### src/design/ipbc_pkg.sv
package ipbc_pkg;

  localparam int unsigned NumLanes   = 3;
  localparam int unsigned StoreDepth = 30;
  localparam int unsigned BaseK      = 0;
  localparam int unsigned BaseR      = 9;
  localparam int unsigned BaseM      = 18;
  localparam int unsigned BaseT      = 27;

  typedef enum logic {
    OP_LOAD    = 1'b0,
    OP_COMPUTE = 1'b1
  } ipbc_op_e;

  typedef logic signed [31:0] ipbc_word_t;

  typedef struct packed {
    logic              opcode;
    logic [4:0]        coeff_index;
    logic signed [31:0] coeff_value;
    logic signed [31:0] position_0;
    logic signed [31:0] position_1;
    logic signed [31:0] position_2;
    logic signed [31:0] velocity_0;
    logic signed [31:0] velocity_1;
    logic signed [31:0] velocity_2;
    logic signed [31:0] gravity_0;
    logic signed [31:0] gravity_1;
    logic signed [31:0] gravity_2;
  } ipbc_in_t;

  typedef struct packed {
    logic              status;
    logic signed [31:0] torque_0;
    logic signed [31:0] torque_1;
    logic signed [31:0] torque_2;
    logic signed [31:0] energy;
    logic signed [31:0] energy_rate;
  } ipbc_out_t;

  // per-lane result handed to the merge stage
  typedef struct packed {
    logic signed [31:0] tau;
    logic signed [48:0] energy;
    logic signed [47:0] rate;
  } ipbc_lane_t;

  function automatic logic signed [31:0] sat32(input logic signed [63:0] x);
    logic signed [31:0] r;
    if (x > 64'sd2147483647) begin
      r = 32'sh7fffffff;
    end else if (x < -64'sd2147483648) begin
      r = 32'sh80000000;
    end else begin
      r = x[31:0];
    end
    return r;
  endfunction

endpackage

### src/design/ipbc_merge.sv
module ipbc_merge (
  input  logic                   clk_i,
  input  logic                   rst_ni,
  input  logic                   adv_i,
  input  logic                   valid_i,
  input  logic                   status_i,
  input  ipbc_pkg::ipbc_lane_t [2:0] lane_i,
  output logic                   valid_o,
  output ipbc_pkg::ipbc_out_t    data_o
);

  logic signed [50:0] esum_d, rsum_d;
  logic               valid_q;
  ipbc_pkg::ipbc_out_t data_q;

  always_comb begin
    esum_d = 51'(lane_i[0].energy) + 51'(lane_i[1].energy) + 51'(lane_i[2].energy);
    rsum_d = -(51'(lane_i[0].rate) + 51'(lane_i[1].rate) + 51'(lane_i[2].rate));
  end

  always_ff @(posedge clk_i or negedge rst_ni) begin
    if (!rst_ni) begin
      valid_q <= 1'b0;
    end else if (adv_i) begin
      valid_q <= valid_i;
    end
  end

  always_ff @(posedge clk_i) begin
    if (adv_i) begin
      data_q.status      <= status_i;
      data_q.torque_0    <= lane_i[0].tau;
      data_q.torque_1    <= lane_i[1].tau;
      data_q.torque_2    <= lane_i[2].tau;
      data_q.energy      <= ipbc_pkg::sat32(64'(esum_d));
      data_q.energy_rate <= ipbc_pkg::sat32(64'(rsum_d));
    end
  end

  assign valid_o = valid_q;
  assign data_o  = data_q;

  a_load_zero: assert property (@(posedge clk_i) disable iff (!rst_ni)
    valid_q && data_q.status == ipbc_pkg::OP_LOAD |->
      data_q.torque_0 == '0 && data_q.torque_1 == '0 && data_q.torque_2 == '0 &&
      data_q.energy == '0 && data_q.energy_rate == '0)
    else $error("load word carries nonzero results");

  a_valid_known: assert property (@(posedge clk_i) disable iff (!rst_ni)
    !$isunknown(valid_q))
    else $error("output valid is unknown");

  a_word_known: assert property (@(posedge clk_i) disable iff (!rst_ni)
    valid_q |-> !$isunknown(data_q))
    else $error("output word is unknown while valid");

endmodule

### config.mk
export PLATFORM = sky130hd
export DESIGN_NAME = ipbc_merge
export DESIGN_NICKNAME = d
export VERILOG_FILES = /design/src/design/ipbc_pkg.sv /design/src/design/ipbc_merge.sv
export SDC_FILE = /design/constraint.sdc
export NUM_CORES = 1
export LEC_CHECK = 0
export BUFFER_PORTS_ARGS = -buffer_cell sky130_fd_sc_hd__buf_2
export CAP_MARGIN = 40
export CORE_MARGIN = 5
export CORE_UTILIZATION = 35
export DETAILED_ROUTE_END_ITERATION = 10
export GPL_TIMING_DRIVEN = 0
export PLACE_DENSITY = 0.67
export SETUP_SLACK_MARGIN = 0.3
export SLEW_MARGIN = 30
export SYNTH_ARGS = -nofsm -noshare
export SYNTH_HDL_FRONTEND = slang
export SYNTH_SLANG_ARGS = --single-unit
export TNS_END_PERCENT = 5
### constraint.sdc
create_clock -name clk_i -period 2.2 [get_ports clk_i]
set_input_delay 0.11 -clock clk_i [delete_from_list [all_inputs] [get_ports clk_i]]
set_output_delay 0.11 -clock clk_i [all_outputs]
set_load 0.01 [all_outputs]
==> results by group, run 1 <==
Run status
  • Outcome: finished with violations
  • Failing checks: setup timing

GRT
  • Vias in the first global route: between 10000 and 15000
  • Largest net degree at the start of global routing: 72
  • GRT Resource Usage Total: 22.3%
  • First-pass GRT wire length: between 80000 and 90000 um
  • Initial antenna violation count: 2
  • Overflow after GRT: 0

Synth
  • Register area share after synthesis: 32.9%
  • Predominant post-synthesis flop cell: edfxtp_1
  • Synth area leader: edfxtp_1
  • Syn_area_per_cell: 10.0 sq um
  • Synth warnings: 0
  • Synth top area cells: edfxtp_1 (33%), fa_1 (13%), ha_1 (13%), inv_1 (4.3%), a21oi_1 (4.0%)
  • Count leader, synth: inv_1
  • Post-synth design cell area: between 10000 and 15000 sq um
  • Yosys reg bits: 162
  • Synth cell count leaders: inv_1 (169), edfxtp_1 (161), ha_1 (148)
  • Async set-reset flop share out of synthesis: 0.617%
  • Syn_nets: 2118
  • Post-Syn Instances: 1480
  • Post-synth cell types: 80
  • Synth top area share: 32.7%
  • Post-synth EDFFs: 161

Timing
  • RSZ-0062 raised after global routing: yes
  • Relative slew slack: 59.0%
  • Max Clk Rate: 252 MHz
  • Fin. Hold Viols: 0
  • Slew Limit Fails: 0
  • Hold Slack: 0.119 ns
  • Final setup vio count: 64
  • Period Utilization, post-route: 180%
  • Final WS setup: -1.76 ns
  • Least-Margin Pin Slew: 0.615 ns
  • Skew final: 0 ns
  • Final min period: 3.96 ns

Power
  • Seq pwr share: 24.7%
  • Comb pwr share: 57.2%
  • Max VDD drop: about 480 uV
  • Leak Pwr: 9.62 nW
  • Internal power of the cells: 9.79 mW
  • Switching Share: 43.8%
  • PwrDens: approximately 820 nW/um^2
  • Clk pwr share: ~18%
  • Psw: approximately 7.6 mW
  • Overall power: 17.4 mW

Setup path
  • Critical Path AT: 4.16 ns
  • Crit-path max FO: 10
  • Crit Path Category: in2reg
  • CP Launch Type: input pin
  • CP Capture Type: flop
  • Req. time, crit path: 2.40 ns

Detailed routing
  • Drt via density: between 5 and 6
  • Drc violations: 0
  • Final wirelength: approximately 54000 um
  • DRC marker count from the first detailed-route iteration: just over 900
  • DR WL/cell: ~20 um
  • Initial DRT Pass Iterations: 5
  • DRT antenna net count: 0
  • Vias: about 14000

Job
  • # Max-Cap Violations: 0

Placed design
  • DP Cell Count: 2575
  • Port-buffer cells: 553
  • RD Place Congestion: 0.946
  • Pre-CTS WS: -2.99 ns
  • Hpwl dp: 42800 um

Clocking
  • Clock Pin Slew Worst Setup and Hold Paths: 0.08 ns
  • H-tree Lvls: 4
  • Clk buf depth: 2
  • Later-pin clock latency in the skew report: 0.45 ns
  • CTS Sinks: 162
  • CTS tree: yes
  • Inserted Clock Buffers: 17
  • Clock root buffer: clkbuf_16

Die
  • Placement Rows: between 70 and 80
  • Initial core utilization: around 35%
  • Die Height: around 220 um
  • Io pins: 554
  • Die span in x: 216 um
  • Core Area: 41900 sq um
  • Full die area: 46500 sq um

Finish
  • Layout Cells excl Fill: 2738
  • Layout Nets: 2823
  • P&R area growth vs syn: 43.6%
  • Layout cells sized above 1: 38.9%

Min path
  • Tightest Hold Check Type: in2reg
-- cell type report --
class                      instances  area [sq um]
multi-input combinational       1102          9920
tap                              539           674
fill                            3832         20600
timing repair buffer             686          4140
buffer                            47           387
antenna                            1          2.50
sequential                       162          4860
clock inverter                    15           191
inverter                         169           647
clock buffer                      17           425
-- flip-flops by register name (all words and copies together) (netlist names) --
signal and count:
data_o 161, valid_o 1
-- layout by cell type (no fill, tap or decap), drive strengths merged, types with 22 or more instances in the layout --
cell         instances
a211oi              22
nor2                79
o21ai              143
buf                608
ha                 148
nand2              114
xnor2               44
fa                  98
clkbuf              42
nand4               40
xor2                45
a21o                40
a21oi              122
inv                177
dlygate4sd3        100
edfxtp             161
-- repair_timing --
item                                    4_1_cts  5_1_grt
setup buffers                                18        7
cloned                                        4        1
resized for setup                           163       98
pin swaps                                    51       43
hold endpoints to repair                     99        0
endpoints found under the setup margin       64       64
hold buffers                                100        0
-- layer usage --
layer | wire (um) | up-vias | GRT usage [%]
met5 | 0 | - | 0
met4 | 1590 | 0 | 7.21
met3 | 3500 | 79 | 4.44
met2 | 26100 | 572 | 38.2
met1 | 22400 | 6927 | 28.4
li1 | - | 6735 | -
-- critical path, stage by stage --
cell and delay, ns:
buf_2 0.11, fa_1 0.54, ha_1 0.39, a21oi_1 0.27, o211ai_1 0.21, a21oi_1 0.40, a211oi_2 0.14, a211oi_2 0.35
o31ai_1 0.15, xnor2_1 0.23, nand2_1 0.08, or4b_4 0.53, o31ai_4 0.17, buf_4 0.19, buf_6 0.19, o31ai_2 0.09
-- through the flow --
stage               area (sq um)  TNS, ns  util (%)
global placement           18400  -352.94      43.9
global route               21200  -114.99      50.8
detailed placement         18400  -166.01      44.0
floorplan                  14900  -103.50         -
finish                     21200  -106.29      50.8
CTS                        20900  -103.25      49.8
-- cell families after synthesis --
kind of cell / after synthesis / synth area share [%]
fa+ha+maj: 246 / 25.8
buf+inv: 216 / 6.04
flops: 162 / 32.9
xor+xnor: 89 / 5.27
mux: 4 / 0.288
compound gates: 425 / 18.6
simple gates: 338 / 11.2
-- power groups by stage --
stage	registers [mW]	clock network [mW]	logic (mW)
3_5_place_dp	4.36	0	8.37
3_3_place_gp	4.38	0	8.28
2_1_floorplan	4.60	0	5.34
4_1_cts	4.30	3.23	9.42
5_1_grt	4.34	3.37	10.8
6_report	4.30	3.15	9.97
-- worst paths after layout --
kind / cells past startpoint / end / slack [ns] / start
setup / recovery: 16 / data_o[39] / -1.76 / lane_i[61]
hold / removal: 1 / data_o[35] / 0.12 / adv_i
setup reg to reg: 1 / valid_o / 1.41 / valid_o
hold reg to reg: 1 / valid_o / 0.57 / valid_o
max in group asynchronous: 3 / valid_o / 1.56 / rst_ni
min in group asynchronous: 3 / valid_o / 0.54 / rst_ni
Power figures use the tool's default switching activity.
==> run 2, diff against run 1 <==
--- a/config.mk
+++ b/config.mk
@@ -5,13 +5,14 @@
 export SDC_FILE = /design/constraint.sdc
 export NUM_CORES = 1
 export LEC_CHECK = 0
+export ABC_CLOCK_PERIOD_IN_PS = 2200
 export BUFFER_PORTS_ARGS = -buffer_cell sky130_fd_sc_hd__buf_2
 export CAP_MARGIN = 40
 export CORE_MARGIN = 5
 export CORE_UTILIZATION = 35
 export DETAILED_ROUTE_END_ITERATION = 10
-export GPL_TIMING_DRIVEN = 0
 export PLACE_DENSITY = 0.67
+export REMOVE_ABC_BUFFERS = 1
 export SETUP_SLACK_MARGIN = 0.3
 export SLEW_MARGIN = 30
 export SYNTH_ARGS = -nofsm -noshare
==> run 2 against run 1 <==
Compared with the run above:
- the flow still finishes with violations (setup timing)
- combinational power up 25%
- first-iteration DRC count is 4.5% lower
- sequential power barely moved
- wire length increased by 7.8%
- largest power group unchanged
==> results by group, run 2 (synthesis gave the netlist of run 1 again) <==
Finish
  • Max reg flops: 161 (unchanged)
  • Final Cell Area: 24000 sq um (+13%)
  • Most frequent cells in the layout: buf_2 (548), buf_4 (401), inv_1 (163)
  • Fill count: 3549 (-7.4%)
  • P&R area growth vs syn: 62.2%
  • Most common cell after layout, fill and taps aside: buf_2
  • Antenna Cells: 0 (-1)
  • Layout Nets: 3169 (+12%)
  • Post-layout util: 57.3% (+6.6 points)
  • Layout cells sized above 1: 47.4% (+8.4 points)

Run status
  • Outcome: finished with violations
  • Failing checks: setup timing

Clocking
  • CTS tree: yes
  • Clk buf depth: 2 (unchanged)
  • H-tree Lvls: 4 (unchanged)
  • Later-pin clock latency in the skew report: 0.46 ns (about the same)
  • Clock Pin Slew Worst Setup and Hold Paths: 0.07 ns (about the same)
  • Inserted Clock Buffers: 17 (unchanged)
  • CTS Sinks: 162 (unchanged)
  • Clock root buffer: clkbuf_16

Timing
  • Final WS setup: -1.65 ns (+0.108 ns)
  • Final setup vio count: 64 (unchanged)
  • RSZ-0062 raised after global routing: yes
  • Least-Margin Pin Slew: 0.561 ns (-0.0533 ns)
  • Fin. Hold Viols: 0 (unchanged)
  • Skew final: 0 ns (unchanged)
  • Slew Limit Fails: 0 (unchanged)
  • Setup_tns: -101.21 ns (+5.07 ns)
  • Final min period: 3.85 ns (-0.108 ns)
  • Max Clk Rate: 259 MHz (+2.8%)
  • Relative slew slack: 62.3% (+3.3 points)
  • Period Utilization, post-route: 175% (-4.9 points)

Detailed routing
  • DRT antenna net count: 0 (unchanged)
  • DR WL/cell: 18.7 um (-4.2%)
  • Drc violations: 0 (unchanged)
  • Vias: 15580 (+8.9%)
  • Drt via density: 5.06 (-3.3%)
  • DRC marker count from the first detailed-route iteration: 891 (-4.5%)
  • Final wirelength: 57700 um (+7.8%)
  • Initial DRT Pass Iterations: 5 (unchanged)

Placed design
  • Port-buffer cells: 553 (unchanged)
  • RD Place Congestion: 0.945 (about the same)
  • Placement Cell Area: 21000 sq um (+14%)
  • Hpwl dp: 45500 um (+6.2%)

Setup path
  • Crit Path Category: in2reg
  • Worst reg-to-reg path cell count: 1 (unchanged)
  • Crit-path max FO: 6 (-4)
  • CP Launch Type: input pin
  • R2r endpoint: valid_o
  • Req. time, crit path: 2.41 ns (about the same)
  • Reg-to-reg critical path startpoint: valid_o
  • Slack of the worst reg-to-reg path: 1.41 ns (about the same)
  • CP Capture Type: flop
  • Critical Path AT: 4.07 ns (-0.09 ns)

Die
  • Die Height: 216 um (unchanged)
  • Core Area: 41900 sq um (unchanged)
  • Io pins: 554 (unchanged)
  • Die span in x: 216 um (unchanged)
  • Initial core utilization: 35.3% (unchanged)
  • Full die area: 46500 sq um (unchanged)
  • Placement Rows: 75 (unchanged)

Power
  • Leak Pwr: 11.3 nW (+18%)
  • Max VDD drop: 490 uV (+3.1%)
  • Overall power: 19.9 mW (+14%)
  • PwrDens: 829 nW/um^2 (+1.1%)

Min path
  • Hold Path Sink: data_o[32]
  • Tightest Hold Check Type: in2reg
  • Worst hold stages: 4 (+3)
  • Hold Path Origin: lane_i[306]

GRT
  • Vias in the first global route: 16344 (+9.3%)
  • First-pass GRT wire length: 88200 um (+6.3%)
  • GRT Resource Usage Total: 23.8% (+1.5 points)
  • Largest net degree at the start of global routing: 83 (+15%)
  • Overflow after GRT: 0 (unchanged)
  • Initial antenna violation count: 2 (unchanged)

Job
  • # Max-Cap Violations: 0 (unchanged)
-- run 2: cell types whose count changed in the layout (fill, tap and decap cells not counted), sizes merged --
cell	before	now
inv	177	174
clkbuf	42	20
diode	1	0
dlygate4sd3	100	101
buf	608	976
bufinv	0	1
-- run 2: critical path: stages --
cell and delay, ns:
buf_2 0.11, fa_1 0.52, ha_4 0.32, nand4_1 0.17, nor3_1 0.27, a21bo_1 0.27
a31o_1 0.25, a31oi_4 0.24, or2_1 0.18, buf_4 0.13, a31oi_1 0.11, a21oi_1 0.17
or4b_4 0.49, o31ai_4 0.24, buf_4 0.15, buf_6 0.13, buf_12 0.14, o31ai_4 0.06
-- run 2: metal layers --
layer / GRT usage (%) / part of all wire, % / up-vias
li1: - / - / 7427
met1: 30.4 / 42 / 7485
met2: 41.2 / 49 / 581
met3: 3.78 / 5.5 / 85
met4: 8.32 / 2.9 / 2
met5: 0 / 0.023 / -
-- run 2: cell type report --
class | count | area (sq um) | share of cell area [%]
multi-input combinational | 1102 | 9980 | 41.6
clock buffer | 18 | 429 | 1.79
clock inverter | 13 | 150 | 0.626
sequential | 162 | 4860 | 20.3
timing repair buffer | 1079 | 7260 | 30.3
inverter | 169 | 634 | 2.64
tap | 539 | 674 | 2.81
-- run 2: timing repair --
action	in CTS	in global routing
gates resized for setup	161	75
hold endpoints to repair	100	0
gates cloned	6	2
pin swaps	75	21
endpoints found under the setup margin	64	64
setup buffers	24	1
hold buffers	101	0
-- run 2: power breakdown --
| part | total (mW) | internal [mW] | switching (mW) |
|---|---|---|---|
| logic | 12.5 | 6.17 | 6.36 |
| registers | 4.32 | 4.12 | 0.203 |
| clock network | 3.02 | 1.59 | 1.43 |
-- run 2: how the worst max path moves through the flow --
stage                 from    endpoint  slack (ns)  depth (start not counted)
6_report        lane_i[59]  data_o[39]       -1.65                         18
5_1_grt         lane_i[22]   data_o[6]       -1.79                         19
4_1_cts        lane_i[340]  data_o[39]       -1.56                         18
3_5_place_dp     lane_i[2]   data_o[7]       -2.52                         17
3_3_place_gp     lane_i[2]   data_o[7]       -2.37                         17
2_1_floorplan   lane_i[49]  data_o[39]       -2.54                         15
-- run 2: through the flow --
stage	setup WS (ns)	std cells	hold slack [ns]
final	-1.65	3082	0.144
after global routing	-1.79	3082	0.140
after CTS	-1.56	3079	0.101
after detailed placement	-2.52	2917	-0.114
after global placement	-2.37	2917	-0.115
after floorplan	-2.54	1433	-0.186
==> run 3, diff against run 2 <==
--- a/config.mk
+++ b/config.mk
@@ -6,12 +6,12 @@
 export NUM_CORES = 1
 export LEC_CHECK = 0
 export ABC_CLOCK_PERIOD_IN_PS = 2200
-export BUFFER_PORTS_ARGS = -buffer_cell sky130_fd_sc_hd__buf_2
 export CAP_MARGIN = 40
 export CORE_MARGIN = 5
 export CORE_UTILIZATION = 35
 export DETAILED_ROUTE_END_ITERATION = 10
-export PLACE_DENSITY = 0.67
+export DONT_BUFFER_PORTS = 1
+export PLACE_DENSITY = 0.56
 export REMOVE_ABC_BUFFERS = 1
 export SETUP_SLACK_MARGIN = 0.3
 export SLEW_MARGIN = 30
==> run 3 against run 2 <==
Compared with the run above:
- the run ends with hold timing, setup timing left
- critical path depth up 4
- via count fell by 16%
- global-route usage is 2.0 points lower
- die area unchanged
- clock-buffer cell count is 1 lower
- combinational power decreased by 13%
- core utilization down 7.1 points
- largest cell class unchanged
- largest power group unchanged
==> results by group, run 3 (synthesis gave the netlist of run 1 again) <==
Run status
  • Outcome: finished with violations
  • Failing checks: hold timing, setup timing

GRT
  • Vias in the first global route: 13841 (-15%)
  • GRT Resource Usage Total: 21.8% (-2.0 points)
  • Initial antenna violation count: 1 (-1)
  • First-pass GRT wire length: 79800 um (-9.5%)
  • Largest net degree at the start of global routing: 163 (+96%)
  • Overflow after GRT: 0 (unchanged)

Power
  • Overall power: 18.8 mW (-5.3%)
  • PwrDens: 895 nW/um^2 (+8.0%)
  • Max VDD drop: 527 uV (+7.6%)
  • Leak Pwr: 8.99 nW (-21%)

Timing
  • Period Utilization, post-route: 175% (-0.61 points)
  • Skew final: 0 ns (unchanged)
  • Hold Slack: -0.236 ns (-0.380 ns)
  • Final setup vio count: 64 (unchanged)
  • Final min period: 3.84 ns (-0.0134 ns)
  • Relative slew slack: 63.7% (+1.4 points)
  • RSZ-0062 raised after global routing: yes
  • Least-Margin Pin Slew: 0.545 ns (-0.0167 ns)
  • Max Clk Rate: 260 MHz (+0.35%)
  • Fin. Hold Viols: 31 (+31)
  • Setup_tns: -95.36 ns (+5.86 ns)
  • Slew Limit Fails: 0 (unchanged)
  • Final WS setup: -1.64 ns (+0.0134 ns)

Die
  • Io pins: 554 (unchanged)
  • Die span in x: 216 um (unchanged)
  • Core Area: 41900 sq um (unchanged)
  • Die Height: 216 um (unchanged)
  • Full die area: 46500 sq um (unchanged)
  • Initial core utilization: 35.3% (unchanged)
  • Placement Rows: 75 (unchanged)

Clocking
  • Later-pin clock latency in the skew report: 0.45 ns (about the same)
  • CTS Sinks: 162 (unchanged)
  • Clock root buffer: clkbuf_16
  • CTS tree: yes
  • Clock Pin Slew Worst Setup and Hold Paths: 0.09 ns (+0.02 ns)
  • Clk buf depth: 2 (unchanged)
  • H-tree Lvls: 4 (unchanged)
  • Inserted Clock Buffers: 17 (unchanged)
  • Hold-fix buffers, CTS: 101 (unchanged)

Min path
  • Tightest Hold Check Type: in2reg
  • Worst hold stages: 0 (-4)

Placed design
  • Hpwl dp: 42300 um (-6.9%)
  • Placement Cell Area: 18000 sq um (-14%)
  • DP Cell Count: 2341 (-20%)
  • Port-buffer cells: 0 (-100%)
  • RD Place Congestion: 0.901 (-4.7%)

Finish
  • Final Cell Area: 21000 sq um (-12%)
  • Max reg flops: 161 (unchanged)
  • Layout cells sized above 1: 31.7% (-16 points)
  • Layout Nets: 2583 (-18%)
  • Most frequent cells in the layout: buf_4 (374), inv_1 (166), edfxtp_1 (161)
  • Layout Cells excl Fill: 2498 (-19%)
  • P&R area growth vs syn: 42.1%
  • Post-layout util: 50.2% (-7.1 points)
  • Most common cell after layout, fill and taps aside: buf_4

Detailed routing
  • Drt via density: 5.22 (+3.3%)
  • Vias: 13042 (-16%)
  • Drc violations: 0 (unchanged)
  • DRT antenna net count: 0 (unchanged)
  • Final wirelength: 52200 um (-9.7%)
  • DR WL/cell: 20.9 um (+11%)
  • DRC marker count from the first detailed-route iteration: 835 (-6.3%)
  • Initial DRT Pass Iterations: 5 (unchanged)

Setup path
  • Worst reg-to-reg path cell count: 2 (+1)
  • Critical Path AT: 4.05 ns (-0.02 ns)
  • CP Capture Type: flop
  • Req. time, crit path: 2.41 ns (about the same)
  • Crit-path max FO: 8 (+2)
  • CP Launch Type: input pin
  • Crit Path Category: in2reg

Job
  • # Max-Cap Violations: 0 (unchanged)
-- run 3: stage by stage --
step | setup slack [ns] | hold slack [ns]
floorplan | -2.54 | -0.186
global placement | -2.28 | -0.186
detailed placement | -2.42 | -0.186
CTS | -1.55 | -0.278
global route | -1.76 | -0.264
finish | -1.64 | -0.236
-- run 3: timing repair --
item	in CTS	in global routing
endpoints found under the setup margin	64	64
setup buffers	15	3
pin swaps	49	25
resized for setup	120	77
cloned	5	0
hold endpoints to repair	260	122
-- run 3: final cells by class --
cell class | instances | area, sq um
diodes | 1 | 2.50
repair buffers | 493 | 4150
multi-input cells | 1102 | 10100
clock inverters | 15 | 203
inverters | 169 | 634
fillers | 3772 | 20800
flip-flops and latches | 162 | 4860
clock buffers | 17 | 425
well taps | 539 | 674
-- run 3: path summary, 6_finish.rpt --
check                            start          to  slack, ns
max                        lane_i[130]  data_o[12]      -1.64
min                              adv_i  data_o[63]      -0.24
max reg2reg                    valid_o     valid_o       0.85
min reg2reg                    valid_o     valid_o       1.14
max in group asynchronous       rst_ni     valid_o       1.70
min in group asynchronous       rst_ni     valid_o       0.40
-- run 3: power by group --
group | internal (mW) | total [mW] | leakage [nW] | switching [mW]
Clock | 1.66 | 3.20 | 0.306 | 1.54
Sequential | 4.15 | 4.76 | 1.59 | 0.610
Combinational | 5.46 | 10.9 | 7.09 | 5.41
Total | 11.3 | 18.8 | 8.99 | 7.56
-- run 3: metal layers --
| layer | vias to the layer above | global-route usage (%) | part of all wire, % |
|---|---|---|---|
| met5 | - | 0 | 0 |
| met4 | 0 | 6.81 | 2.3 |
| met3 | 55 | 4.39 | 6.2 |
| met2 | 456 | 36.5 | 48 |
| met1 | 6277 | 28.5 | 43 |
| li1 | 6254 | - | - |
-- run 3: critical path, stage by stage --
cell	delay, ns
ha_4	0.22
fa_1	0.45
inv_2	0.08
ha_4	0.14
inv_2	0.04
fa_2	0.39
nand2b_4	0.16
a211oi_2	0.17
buf_4	0.17
o2111ai_4	0.17
buf_6	0.17
a21oi_2	0.14
a211oi_2	0.06
xnor2_1	0.16
nor3_1	0.20
nand4_1	0.14
nor4_2	0.34
a41o_4	0.31
buf_6	0.14
buf_12	0.10
buf_16	0.12
o21ai_1	0.06
